## config.mk

```make
export PLATFORM = sky130hd
export DESIGN_NAME = page_frame_allocator_unit_flat
export DESIGN_NICKNAME = d
export VERILOG_FILES = /design/src/sv/pfa_pkg.sv /design/src/sv/pfa_if.sv /design/src/sv/pfa_ram.sv /design/src/sv/page_frame_allocator_unit.sv /design/src/flat_wrapper.sv
export VERILOG_INCLUDE_DIRS = /design/src /design/src/sv
export SDC_FILE = /design/constraint.sdc
export NUM_CORES = 2
export LEC_CHECK = 0
export BUFFER_PORTS_ARGS = -buffer_cell sky130_fd_sc_hd__buf_2
export CAP_MARGIN = 20
export CELL_PAD_IN_SITES_DETAIL_PLACEMENT = 1
export CELL_PAD_IN_SITES_GLOBAL_PLACEMENT = 1
export CORE_UTILIZATION = 25
export DETAILED_ROUTE_END_ITERATION = 16
export PLACE_DENSITY_LB_ADDON = 0.1
export SLEW_MARGIN = 20
export SYNTH_ARGS = -nofsm -noshare
export SYNTH_HDL_FRONTEND = slang
export SYNTH_SLANG_ARGS = --single-unit
```

## constraint.sdc

```tcl
create_clock -name i_clk -period 18.1 [get_ports i_clk]
set_input_delay 5.43 -clock i_clk [delete_from_list [all_inputs] [get_ports i_clk]]
set_output_delay 5.43 -clock i_clk [all_outputs]
set_load 0.1 [all_outputs]
```

## src/sv/page_frame_allocator_unit_assert.svh

```systemverilog
// ----------------------------------------------------------------------------
// page_frame_allocator_unit_assert.svh
// Assertion macros used by the allocator RTL.
// ----------------------------------------------------------------------------
`ifndef PAGE_FRAME_ALLOCATOR_UNIT_ASSERT_SVH
`define PAGE_FRAME_ALLOCATOR_UNIT_ASSERT_SVH

// Check that the consequent holds in the same cycle as the antecedent.
`define PFA_ASSERT_SAME(lbl, clk, rst_n, ante, cons) \
    lbl: assert property (@(posedge clk) disable iff (!rst_n) (ante) |-> (cons)) \
        else $error("allocator check failed");

// Check that the consequent holds in the cycle after the antecedent.
`define PFA_ASSERT_NEXT(lbl, clk, rst_n, ante, cons) \
    lbl: assert property (@(posedge clk) disable iff (!rst_n) (ante) |=> (cons)) \
        else $error("allocator check failed");

`endif

```

## src/sv/pfa_pkg.sv

```systemverilog
// ----------------------------------------------------------------------------
// pfa_pkg
// Types, codes and default sizes of the page frame allocator.
// ----------------------------------------------------------------------------
package pfa_pkg;

    // default table size and owner width
    localparam int PAGES_DEF      = 128;
    localparam int OWNER_BITS_DEF = 8;

    // fixed field widths of the channels
    localparam int CMD_W    = 2;
    localparam int OWNER_W  = 8;
    localparam int COUNT_W  = 8;
    localparam int INDEX_W  = 7;
    localparam int STATUS_W = 2;
    localparam int FREE_W   = 8;
    localparam int PROC_W   = 16;

    typedef enum logic [CMD_W-1:0] {
        CMD_ALLOC   = 2'd0,
        CMD_FREE    = 2'd1,
        CMD_INSPECT = 2'd2
    } t_cmd;

    typedef enum logic [STATUS_W-1:0] {
        ST_OK      = 2'd0,
        ST_NOSPACE = 2'd1,
        ST_NOOWNER = 2'd2
    } t_status;

    typedef enum logic [2:0] {
        S_CLEAR,
        S_IDLE,
        S_SCAN,
        S_INSPECT,
        S_DONE
    } t_state;

endpackage

```

## src/sv/pfa_if.sv

```systemverilog
// ----------------------------------------------------------------------------
// pfa_req_if / pfa_rsp_if
// Valid/ready channels for allocator commands and results.
// ----------------------------------------------------------------------------
interface pfa_req_if;
    import pfa_pkg::*;

    logic               valid;
    logic               ready;
    logic [CMD_W-1:0]   command;
    logic [OWNER_W-1:0] owner_id;
    logic [COUNT_W-1:0] page_count;
    logic [INDEX_W-1:0] page_index;

    modport source (output valid, command, owner_id, page_count, page_index, input ready);
    modport sink   (input valid, command, owner_id, page_count, page_index, output ready);
endinterface

interface pfa_rsp_if;
    import pfa_pkg::*;

    logic                valid;
    logic                ready;
    logic [STATUS_W-1:0] status;
    logic [FREE_W-1:0]   free_pages;
    logic [PROC_W-1:0]   process_count;
    logic                frame_used;
    logic [OWNER_W-1:0]  frame_owner;

    modport source (output valid, status, free_pages, process_count, frame_used,
                    frame_owner, input ready);
    modport sink   (input valid, status, free_pages, process_count, frame_used,
                    frame_owner, output ready);
endinterface

```

## src/sv/pfa_ram.sv

```systemverilog
// ----------------------------------------------------------------------------
// pfa_ram
// Simple dual-port RAM: one write port, one read port with registered data.
// ----------------------------------------------------------------------------
module pfa_ram #(
    parameter int WIDTH = 9,
    parameter int DEPTH = 128
) (
    input  logic                     i_clk,
    input  logic                     i_we,
    input  logic [$clog2(DEPTH)-1:0] i_waddr,
    input  logic [WIDTH-1:0]         i_wdata,
    input  logic [$clog2(DEPTH)-1:0] i_raddr,
    output logic [WIDTH-1:0]         o_rdata
);
    logic [WIDTH-1:0] r_mem [DEPTH];
    logic [WIDTH-1:0] r_rdata;

    // write and registered read
    always_ff @(posedge i_clk) begin
        if (i_we) begin
            r_mem[i_waddr] <= i_wdata;
        end
        r_rdata <= r_mem[i_raddr];
    end

    assign o_rdata = r_rdata;
endmodule

```

## src/sv/page_frame_allocator_unit.sv

```systemverilog
// ----------------------------------------------------------------------------
// page_frame_allocator_unit
// First-fit page frame allocator over a RAM of used marks and owner ids.
// ----------------------------------------------------------------------------
// Usage:
//   i_req carries one command word: allocate (owner, count), free (owner) or
//   inspect (frame index). o_rsp returns one result word per command with the
//   status, the free frame count, the live process count and, for inspect,
//   the frame's used mark and owner.
//   Allocate and free walk the frame RAM one entry per cycle through a single
//   read port, writing each entry back in the cycle after its read, and then
//   load the result. Inspect reads one entry; an allocate larger than the free
//   count and an unused code go straight to the result.
//   One command is in work at a time; i_req.ready is high only while idle.
//   After reset the block clears all PAGES RAM entries before it takes the
//   first command. The result sits in an output register: a stalled receiver
//   holds it there, the next command is still taken, and its result waits
//   until the register is taken.
// ----------------------------------------------------------------------------
module page_frame_allocator_unit #(
    parameter int PAGES      = pfa_pkg::PAGES_DEF,
    parameter int OWNER_BITS = pfa_pkg::OWNER_BITS_DEF
) (
    input  logic           i_clk,
    input  logic           i_rst_n,
    pfa_req_if.sink        i_req,
    pfa_rsp_if.source      o_rsp
);
    import pfa_pkg::*;

    localparam int AW = $clog2(PAGES);
    localparam int FW = $clog2(PAGES + 1);
    localparam int CW = (FW > COUNT_W) ? FW : COUNT_W;
    localparam int DW = OWNER_BITS + 1;
    localparam int XW = AW + INDEX_W + 1;

    t_state r_state, n_state;

    logic [AW:0]            r_addr, n_addr;
    logic                   r_rd_vld, n_rd_vld;
    logic [AW-1:0]          r_rd_addr, n_rd_addr;
    t_cmd                   r_cmd, n_cmd;
    logic [OWNER_BITS-1:0]  r_who, n_who;
    logic [COUNT_W-1:0]     r_want, n_want;
    logic                   r_idx_ok, n_idx_ok;
    logic [FW-1:0]          r_got, n_got;
    logic [FW-1:0]          r_free, n_free;
    logic [PROC_W-1:0]      r_live, n_live;
    logic                   r_found, n_found;
    t_status                r_st, n_st;
    logic                   r_res_used, n_res_used;
    logic [OWNER_W-1:0]     r_res_own, n_res_own;

    logic                   r_o_valid;
    t_status                r_o_status;
    logic [FREE_W-1:0]      r_o_free;
    logic [PROC_W-1:0]      r_o_count;
    logic                   r_o_used;
    logic [OWNER_W-1:0]     r_o_owner;

    logic                   ram_we;
    logic [AW-1:0]          ram_waddr;
    logic [DW-1:0]          ram_wdata;
    logic [AW-1:0]          ram_raddr;
    logic [DW-1:0]          ram_rdata;

    logic                   accept;
    logic                   out_load;
    logic                   scan_issue;
    logic                   scan_end;
    logic                   clear_last;
    logic                   too_many;
    logic [XW-1:0]          idx_ext;
    logic [15:0]            who_ext;
    logic [15:0]            own_ext;
    logic [CW-1:0]          free_ext;
    logic                   rd_used;
    logic [OWNER_BITS-1:0]  rd_owner;

    pfa_ram #(
        .WIDTH (DW),
        .DEPTH (PAGES)
    ) u_frame_ram (
        .i_clk   (i_clk),
        .i_we    (ram_we),
        .i_waddr (ram_waddr),
        .i_wdata (ram_wdata),
        .i_raddr (ram_raddr),
        .o_rdata (ram_rdata)
    );

    // handshake and helper terms
    assign i_req.ready = (r_state == S_IDLE);
    assign accept      = i_req.valid && i_req.ready;
    assign out_load    = (r_state == S_DONE) && (!r_o_valid || o_rsp.ready);
    assign scan_issue  = (r_addr != (AW + 1)'(PAGES));
    assign scan_end    = (r_state == S_SCAN) && !scan_issue && !r_rd_vld;
    assign clear_last  = (r_addr == (AW + 1)'(PAGES - 1));
    assign too_many    = CW'(i_req.page_count) > CW'(r_free);
    assign idx_ext     = XW'(i_req.page_index);
    assign who_ext     = 16'(i_req.owner_id);
    assign rd_used     = ram_rdata[OWNER_BITS];
    assign rd_owner    = ram_rdata[OWNER_BITS-1:0];
    assign own_ext     = 16'(rd_owner);
    assign free_ext    = CW'(r_free);

    // next state
    always_comb begin
        n_state = r_state;
        unique case (r_state)
            S_CLEAR: begin
                if (clear_last) begin
                    n_state = S_IDLE;
                end
            end
            S_IDLE: begin
                if (accept) begin
                    unique case (t_cmd'(i_req.command))
                        CMD_ALLOC:   n_state = too_many ? S_DONE : S_SCAN;
                        CMD_FREE:    n_state = S_SCAN;
                        CMD_INSPECT: n_state = S_INSPECT;
                        default:     n_state = S_DONE;
                    endcase
                end
            end
            S_SCAN: begin
                if (scan_end) begin
                    n_state = S_DONE;
                end
            end
            S_INSPECT: n_state = S_DONE;
            S_DONE: begin
                if (out_load) begin
                    n_state = S_IDLE;
                end
            end
            default: n_state = S_IDLE;
        endcase
    end

    // datapath: clear sweep, command capture, read-modify-write scan
    always_comb begin
        n_addr     = r_addr;
        n_rd_vld   = 1'b0;
        n_rd_addr  = r_rd_addr;
        n_cmd      = r_cmd;
        n_who      = r_who;
        n_want     = r_want;
        n_idx_ok   = r_idx_ok;
        n_got      = r_got;
        n_free     = r_free;
        n_live     = r_live;
        n_found    = r_found;
        n_st       = r_st;
        n_res_used = r_res_used;
        n_res_own  = r_res_own;
        ram_we     = 1'b0;
        ram_waddr  = r_rd_addr;
        ram_wdata  = '0;
        ram_raddr  = r_addr[AW-1:0];

        unique case (r_state)
            S_CLEAR: begin
                ram_we    = 1'b1;
                ram_waddr = r_addr[AW-1:0];
                n_addr    = clear_last ? '0 : r_addr + 1'b1;
            end
            S_IDLE: begin
                ram_raddr = idx_ext[AW-1:0];
                if (accept) begin
                    n_cmd      = t_cmd'(i_req.command);
                    n_who      = who_ext[OWNER_BITS-1:0];
                    n_want     = i_req.page_count;
                    n_idx_ok   = idx_ext < XW'(PAGES);
                    n_addr     = '0;
                    n_got      = '0;
                    n_found    = 1'b0;
                    n_res_used = 1'b0;
                    n_res_own  = '0;
                    n_st       = ((t_cmd'(i_req.command) == CMD_ALLOC) && too_many)
                                 ? ST_NOSPACE : ST_OK;
                end
            end
            S_SCAN: begin
                // issue the next read
                n_rd_vld  = scan_issue;
                n_rd_addr = r_addr[AW-1:0];
                if (scan_issue) begin
                    n_addr = r_addr + 1'b1;
                end
                // modify and write back the entry read last cycle
                if (r_rd_vld) begin
                    if (r_cmd == CMD_ALLOC) begin
                        if (!rd_used && (CW'(r_got) < CW'(r_want))) begin
                            ram_we    = 1'b1;
                            ram_wdata = {1'b1, r_who};
                            n_got     = r_got + 1'b1;
                            n_free    = r_free - 1'b1;
                        end
                    end else begin
                        if (rd_used && (rd_owner == r_who)) begin
                            ram_we    = 1'b1;
                            ram_wdata = '0;
                            n_free    = r_free + 1'b1;
                            n_found   = 1'b1;
                        end
                    end
                end
                // settle the process count and status
                if (scan_end) begin
                    if (r_cmd == CMD_ALLOC) begin
                        if (r_live != '1) begin
                            n_live = r_live + 1'b1;
                        end
                        n_st = ST_OK;
                    end else if (r_found) begin
                        if (r_live != '0) begin
                            n_live = r_live - 1'b1;
                        end
                        n_st = ST_OK;
                    end else begin
                        n_st = ST_NOOWNER;
                    end
                end
            end
            S_INSPECT: begin
                n_res_used = r_idx_ok & rd_used;
                n_res_own  = r_idx_ok ? own_ext[OWNER_W-1:0] : '0;
            end
            S_DONE: begin
                n_rd_vld = 1'b0;
            end
            default: begin
                n_rd_vld = 1'b0;
            end
        endcase
    end

    // control registers
    always_ff @(posedge i_clk) begin
        if (!i_rst_n) begin
            r_state  <= S_CLEAR;
            r_addr   <= '0;
            r_rd_vld <= 1'b0;
            r_free   <= FW'(PAGES);
            r_live   <= '0;
        end else begin
            r_state  <= n_state;
            r_addr   <= n_addr;
            r_rd_vld <= n_rd_vld;
            r_free   <= n_free;
            r_live   <= n_live;
        end
    end

    // payload registers
    always_ff @(posedge i_clk) begin
        r_rd_addr  <= n_rd_addr;
        r_cmd      <= n_cmd;
        r_who      <= n_who;
        r_want     <= n_want;
        r_idx_ok   <= n_idx_ok;
        r_got      <= n_got;
        r_found    <= n_found;
        r_st       <= n_st;
        r_res_used <= n_res_used;
        r_res_own  <= n_res_own;
    end

    // output word register
    always_ff @(posedge i_clk) begin
        if (!i_rst_n) begin
            r_o_valid <= 1'b0;
        end else if (out_load) begin
            r_o_valid <= 1'b1;
        end else if (o_rsp.ready) begin
            r_o_valid <= 1'b0;
        end
    end

    always_ff @(posedge i_clk) begin
        if (out_load) begin
            r_o_status <= r_st;
            r_o_free   <= free_ext[FREE_W-1:0];
            r_o_count  <= r_live;
            r_o_used   <= r_res_used;
            r_o_owner  <= r_res_own;
        end
    end

    assign o_rsp.valid         = r_o_valid;
    assign o_rsp.status        = r_o_status;
    assign o_rsp.free_pages    = r_o_free;
    assign o_rsp.process_count = r_o_count;
    assign o_rsp.frame_used    = r_o_used;
    assign o_rsp.frame_owner   = r_o_owner;

`include "page_frame_allocator_unit_assert.svh"

    // free count stays within the table
    `PFA_ASSERT_SAME(a_free_range, i_clk, i_rst_n, 1'b1, r_free <= FW'(PAGES))
    // an allocate scan never claims more frames than asked for
    `PFA_ASSERT_SAME(a_got_bound, i_clk, i_rst_n, (r_state == S_SCAN) && (r_cmd == CMD_ALLOC),
                     CW'(r_got) <= CW'(r_want))
    // the RAM is never written while idle or waiting on the output
    `PFA_ASSERT_SAME(a_no_idle_write, i_clk, i_rst_n,
                     (r_state == S_IDLE) || (r_state == S_DONE), !ram_we)
    // an accepted command leaves the idle state
    `PFA_ASSERT_NEXT(a_busy_after_accept, i_clk, i_rst_n, accept, r_state != S_IDLE)

endmodule
```

## src/flat_wrapper.sv

```systemverilog
// flat-port wrapper written by rule: the top's interface ports become plain ports
module page_frame_allocator_unit_flat import pfa_pkg::*;
#(
    parameter int PAGES      = pfa_pkg::PAGES_DEF,
    parameter int OWNER_BITS = pfa_pkg::OWNER_BITS_DEF
)
  (i_clk, i_rst_n, i_req_valid, i_req_command, i_req_owner_id, i_req_page_count, i_req_page_index, i_req_ready, o_rsp_valid, o_rsp_status, o_rsp_free_pages, o_rsp_process_count, o_rsp_frame_used, o_rsp_frame_owner, o_rsp_ready);
  pfa_req_if i_req_i ();
  pfa_rsp_if o_rsp_i ();
  input  logic i_clk;
  input  logic i_rst_n;
  input wire logic [$bits(i_req_i.valid)-1:0] i_req_valid;
  input wire logic [$bits(i_req_i.command)-1:0] i_req_command;
  input wire logic [$bits(i_req_i.owner_id)-1:0] i_req_owner_id;
  input wire logic [$bits(i_req_i.page_count)-1:0] i_req_page_count;
  input wire logic [$bits(i_req_i.page_index)-1:0] i_req_page_index;
  output wire logic [$bits(i_req_i.ready)-1:0] i_req_ready;
  output wire logic [$bits(o_rsp_i.valid)-1:0] o_rsp_valid;
  output wire logic [$bits(o_rsp_i.status)-1:0] o_rsp_status;
  output wire logic [$bits(o_rsp_i.free_pages)-1:0] o_rsp_free_pages;
  output wire logic [$bits(o_rsp_i.process_count)-1:0] o_rsp_process_count;
  output wire logic [$bits(o_rsp_i.frame_used)-1:0] o_rsp_frame_used;
  output wire logic [$bits(o_rsp_i.frame_owner)-1:0] o_rsp_frame_owner;
  input wire logic [$bits(o_rsp_i.ready)-1:0] o_rsp_ready;
  assign i_req_i.valid = i_req_valid;
  assign i_req_i.command = i_req_command;
  assign i_req_i.owner_id = i_req_owner_id;
  assign i_req_i.page_count = i_req_page_count;
  assign i_req_i.page_index = i_req_page_index;
  assign i_req_ready = i_req_i.ready;
  assign o_rsp_valid = o_rsp_i.valid;
  assign o_rsp_status = o_rsp_i.status;
  assign o_rsp_free_pages = o_rsp_i.free_pages;
  assign o_rsp_process_count = o_rsp_i.process_count;
  assign o_rsp_frame_used = o_rsp_i.frame_used;
  assign o_rsp_frame_owner = o_rsp_i.frame_owner;
  assign o_rsp_i.ready = o_rsp_ready;
  page_frame_allocator_unit #(.PAGES(PAGES), .OWNER_BITS(OWNER_BITS)) u_core (.i_clk(i_clk), .i_rst_n(i_rst_n), .i_req(i_req_i), .o_rsp(o_rsp_i));
endmodule
```

**Yosys cells after proc, flatten, opt, wreduce, memory -nomap -nowiden**

Memory sizes are Yosys's and may differ from the RTL's. A register that Yosys moved wholly into a read port is not among the register bits.
Index checks and enable logic that the tools add are counted.

- Register bits after elaboration: 118
- Latch bits: 0
- Bits in writable memories: 1152
- Bits in read-only memories: 0
- Output and inout bits: 37
- Logic and storage cells: 138
- Memories kept: 1

Memories:

| memory | depth | bits a word | rd ports | clocked after Yosys merged registers in | wr ports | line | text |
|---|---|---|---|---|---|---|---|
| u_core.u_frame_ram.r_mem | 128 | 9 | 1 | 1 | 1 | pfa_ram.sv:16 | `logic [WIDTH-1:0] r_mem [DEPTH];` |

- Add/subtract/negate cells: 6
- $mul: 0
- Divide/modulo/power cells: 0
- Magnitude comparators: 3
- Equal/unequal tests: 22
- Shift-type cells: 0
- Muxes and demuxes: 51
- Bitwise gates (word level): 1
- Reductions and logical operators: 33

Operators with widths:

| cell | number |
|---|---|
| 8-bit two-way mux | 10 |
| 16-bit two-way mux | 4 |
| 9-bit two-way mux | 4 |
| 8-bit case mux with 2 select lines | 2 |
| 8-bit by 1-bit adder with 8-bit output (second input constant) | 3 |
| 8-bit case mux with 3 select lines | 1 |
| 16-bit by 1-bit adder with 16-bit output (second input constant) | 1 |
| 16-bit inequality test (second input constant) | 1 |
| 16-bit nonzero test | 1 |
| 16-bit by 1-bit subtractor with 16-bit output (second input constant) | 1 |
| 3-bit two-way mux | 5 |
| 3-bit case mux with 5 select lines | 1 |
| 5-bit AND reduction | 3 |
| 7-bit two-way mux | 2 |
| 2-bit inequality test (second input constant) | 7 |
| 1-bit two-way mux | 13 |
| 2-bit nonzero test | 6 |
| 2-bit by 1-bit inequality test with 1-bit output (second input constant) | 5 |
| 3-bit case mux with 3 select lines | 1 |
| 8-bit by 7-bit == test with 1-bit output (second input constant) | 1 |
| 8-bit == test | 1 |
| 8-bit greater-than comparator | 1 |
| 7-bit by 8-bit less-than comparator with 1-bit output (second input constant) | 1 |
| 8-bit less-than comparator | 1 |
| other kinds (20) | 40 |

**Longest topological paths before layout**

- Depth after elaboration: 8
- Gate-level depth with buffers: 15
- Mapped depth without buffers: 11

**Hierarchy**

From an unflattened synthesis, not the netlist that was laid out.

- Cell total of the unflattened synthesis: 2359
- Area total of the unflattened synthesis: 50468.4 um^2

By module, submodules not included:

| module | times used | cells an instance | area an instance (um^2) | seq. area each (um^2) |
|---|---|---|---|---|
| pfa_ram | 1 | 1816 | 44529.0 | 34773.4 |
| page_frame_allocator_unit | 1 | 543 | 5939.4 | 3143.0 |

**Least setup slack after synthesis**

OpenSTA, ideal clock, no wires.

- Kind: input to register
- Start point: in o_rsp_ready
- End point: reg u_core.r_o_owner[0] (netlist: u_core.o_rsp.frame_owner[0]) (enable)
- Setup time: 0.515 ns
- Arrival: 8.833 ns
- Data required time: 17.585 ns
- Slack: 8.752 ns
- Stages: 2
- Cells stage by stage: nor2b_1 -> nor4_1

- Cells in the longest elaborated chain, start to end: 2

RTL lines:

| what | line | text |
|---|---|---|
| start: declaration | flat_wrapper.sv:24 | `input wire logic [$bits(o_rsp_i.ready)-1:0] o_rsp_ready;` |
| 1-bit logical OR | page_frame_allocator_unit.sv:95 | `assign out_load = (r_state == S_DONE) && (!r_o_valid \|\| o_rsp.ready);` |
| 1-bit logical AND | page_frame_allocator_unit.sv:95 |  |
| via u_core.out_load | page_frame_allocator_unit.sv:68 | `logic out_load;` |
| end signal: assignment | page_frame_allocator_unit.sv:287 | `r_o_owner <= r_res_own;` |
| end: declaration | page_frame_allocator_unit.sv:59 | `logic [OWNER_W-1:0] r_o_owner;` |

The timed path passes the listed nets, and every way through them passes these cells.
A chain may end at the register's enable or synchronous reset.

**Final worst setup path**

- Start point: in i_req_page_index[0]
- End point: reg u_core.u_frame_ram.r_rdata[2] (netlist: u_core.u_frame_ram.o_rdata[2]) (read register of u_core.u_frame_ram.r_mem)

- Cells in the longest elaborated chain, start to end: 1

RTL lines:

| what | line | text |
|---|---|---|
| start: declaration | flat_wrapper.sv:16 | `input wire logic [$bits(i_req_i.page_index)-1:0] i_req_page_index;` |
| 7-bit two-way mux | page_frame_allocator_unit.sv:162 | `unique case (r_state)` |
| end: declaration | pfa_ram.sv:17 | `logic [WIDTH-1:0] r_rdata;` |

No other way between the ends.

==> results.cfg <==
[status]
status = finished, final reports clean

[pwr]
combPwrFrac_pct = 4.9
p_int_mw = 5.04
pwr-share-seq_pct = 49.1
p_leak_nw = 18.3
power_frac_clock_pct = 45.9
ir_drop_mv = 0.0919
p_switching_mw = 1.54
p_sw_share_pct = 23.4
p_per_area_nw_per_um2 = 109

[grt]
first_global_vias = 31353
overflow = 0
antenna_found_initial = 8
grt_pass1_wl_um = 253000
grt_usage_pct = 17.2
grt_max_degree = 149

[synth]
synth-edff-count = 1232
ys_async_sr_fraction_pct = 0
ys_seq_elements = 1278
ys_types = 66
ys_top_cells_by_area = edfxtp_1 72%, nand2_1 4.9%, mux4_2 4.0%, nand3_1 2.8%, mux2i_1 2.6%
syn-num-nets = 3548
synth_area_leader_cell = edfxtp_1
synth_warnings = 0
synth_flop_cell = edfxtp_1
synthDominantCellAreaShare_pct = 71.9
avgSynthCellArea_um2 = 14.8
yosysSeqAreaShare_pct = 73.7
netlist_area_um2 = 51400
synthCells = 3476

[floorplan]
num_rows = 166
dieArea_um2 = 208000
die_y_um = 456
initial_core_util_pct = 25.1
io_pins = 66
die_w_um = 456
coreArea_um2 = 205000

[cts]
hold_buffers = 0
clock_sinks = 1278
clk_latency_ns = 0.81
post_cts.repair.setup_buffers = 0
cts_resized = 0
cts_buffers = 156
clockBufferDepth = 3
cts_tree = done
htree_levels = 4
cts_root_buffer = clkbuf_16
path_clk_slew_ns = 0.06

[critical_path]
crit_fanout = 90
critPathKind = primary input to flip-flop
required_ns = 18.80
arrival_ns = 9.84
setup.worst_path.end_class = flip-flop
cp-start-kind = primary input

[sta]
fmax_mhz = 109
hold_viol_final = 0
fin_tns_setup_ns = 0
holdWs_ns = 0.417
grt_setup_unrepaired = no
worst_slew_pin_slew_ns = 1.21
skew_ns = 0.0386
drv_slew = 0
setup_viol = 0
maxSlewHeadroom_pct = 18.9
finalWorstPathRequiredPeriod_ns = 9.14
period_share_pct = 50.5

[detailed_routing]
vias_per_cell = 4.65
drt_first_iter_violations = 2114
drc = 0
drt_wl_total_um = 179000
dr.pass1.iters = 5
final_antenna_net_count = 0
num_vias = 30036
wl_per_cell_um = 27.8

[place]
port_buffers = 65
hpwl_um = 111000
place.gp.congestion = 0.743

[flow_run]
drv_cap = 0

[cells_and_area]
nets = 3707
utilization_pct = 29.5
drive_gt1_share_pct = 14.9
area_growth_pct = 17.2

[hold_path]
hold_path_class = flip-flop to flip-flop
-- registers in the layout, summed over array words and instances (netlist names), 9 cells and up --
signal	count
u_core.u_frame_ram.r_mem	1152
u_core.r_live	16
u_core.u_frame_ram.o_rdata	9
u_core.o_rsp.process_count	16
-- cell usage in the layout (no fill, tap or decap), drive strengths merged, types with 46 or more instances in the layout --
cell type	Yosys	routed
mux4	91	91
edfxtp	1232	1232
nand3	289	289
mux2i	134	134
buf	97	182
nor2	206	206
nand2	676	676
a21oi	87	87
clkinv	1	63
clkbuf	84	207
dfxtp	46	46
-- critical path, stage by stage --
cell      delay (ns)
buf_2           0.14
and4bb_2        0.26
a21oi_4         0.57
buf_4           0.63
buf_12          0.51
mux2i_1         0.16
a32oi_1         0.22
a31oi_1         0.16
nor2_1          0.67
nand4_1         0.59
a211oi_1        0.37
-- synth_stat cells (all sizes together) (3+ instances only) --
master,count
a2111oi,9
a211oi,19
a21o,9
a21oi,87
a22o,3
a22oi,28
a311oi,6
a31oi,34
a32oi,42
and2,24
and3,8
and4,3
buf,97
clkbuf,84
dfxtp,46
edfxtp,1232
ha,41
inv,31
mux2,6
mux2i,134
mux4,91
nand2,676
nand2b,16
nand3,289
nand3b,7
nand4,42
nor2,206
nor2b,12
nor3,26
nor4,14
o211ai,4
o21a,8
o21ai,28
o21bai,12
o221ai,13
o22ai,14
o31ai,8
o41ai,3
or2,3
or4,3
xnor2,20
xor2,21
-- layer usage --
| layer | track usage (%) | share of wire [%] | vias up |
|---|---|---|---|
| met5 | 0 | 0 | - |
| met4 | 5.68 | 3.0 | 0 |
| met3 | 2.69 | 3.6 | 224 |
| met2 | 28.2 | 48 | 538 |
| met1 | 23.2 | 46 | 15731 |
| li1 | - | - | 13543 |
-- kinds of logic (layout without fill, tap and decap cells) --
family / after synthesis / after routing / share of synthesized area (%)
simple gates: 1335 / 1335 / 11.3
compound gates: 335 / 335 / 4.44
other cells: 0 / 6 / 0
xor+xnor: 41 / 41 / 0.698
buf+inv: 213 / 497 / 2.08
mux: 231 / 231 / 6.73
fa+ha+maj: 43 / 43 / 1.08
flops: 1278 / 1278 / 73.7
-- through the flow --
stage          worst slack [ns]  total power [mW]  area, µm²  instances
6_report                   8.96              6.58      60300       6454
5_1_grt                    8.77              6.80      60300       6450
4_1_cts                    8.89              6.69      60200       6445
3_5_place_dp               8.03              3.63      55400       6162
3_3_place_gp               8.01              3.63      55300       6159
2_1_floorplan              8.75              3.48      51400       3476
-- final timing paths --
path	depth (start not counted)	to	slack, ns	startpoint
max reg2reg	11	u_core.u_frame_ram.r_mem[89][7]$_DFFE_PP_	12.08	u_core.r_state[2]$_SDFFE_PN0P_
min reg2reg	0	u_core.o_rsp.frame_used$_DFFE_PP_	0.42	u_core.r_res_used$_SDFFCE_PN0P_
min	0	u_core.o_rsp.frame_used$_DFFE_PP_	0.42	u_core.r_res_used$_SDFFCE_PN0P_
max	11	u_core.u_frame_ram.o_rdata[2]$_DFF_P_	8.96	i_req_page_index[0]
-- layout make-up --
type                       instances  area [µm²]
antenna                            6        15.0
clock buffer                     207        4250
clock inverter                    76         618
fill                           21391      144000
inverter                          32         125
multi-input combinational       1985       12700
sequential                      1278       37900
tap                             2688        3360
timing repair buffer             182        1270
-- power by group through the flow --
stage | logic (mW) | registers (mW) | clock network [mW]
global route | 0.354 | 3.23 | 3.21
finish | 0.325 | 3.23 | 3.02
CTS | 0.336 | 3.23 | 3.12
detailed placement | 0.335 | 3.29 | 0
global placement | 0.335 | 3.29 | 0
floorplan | 0.202 | 3.27 | 0
(Power assumes the default switching activity.)
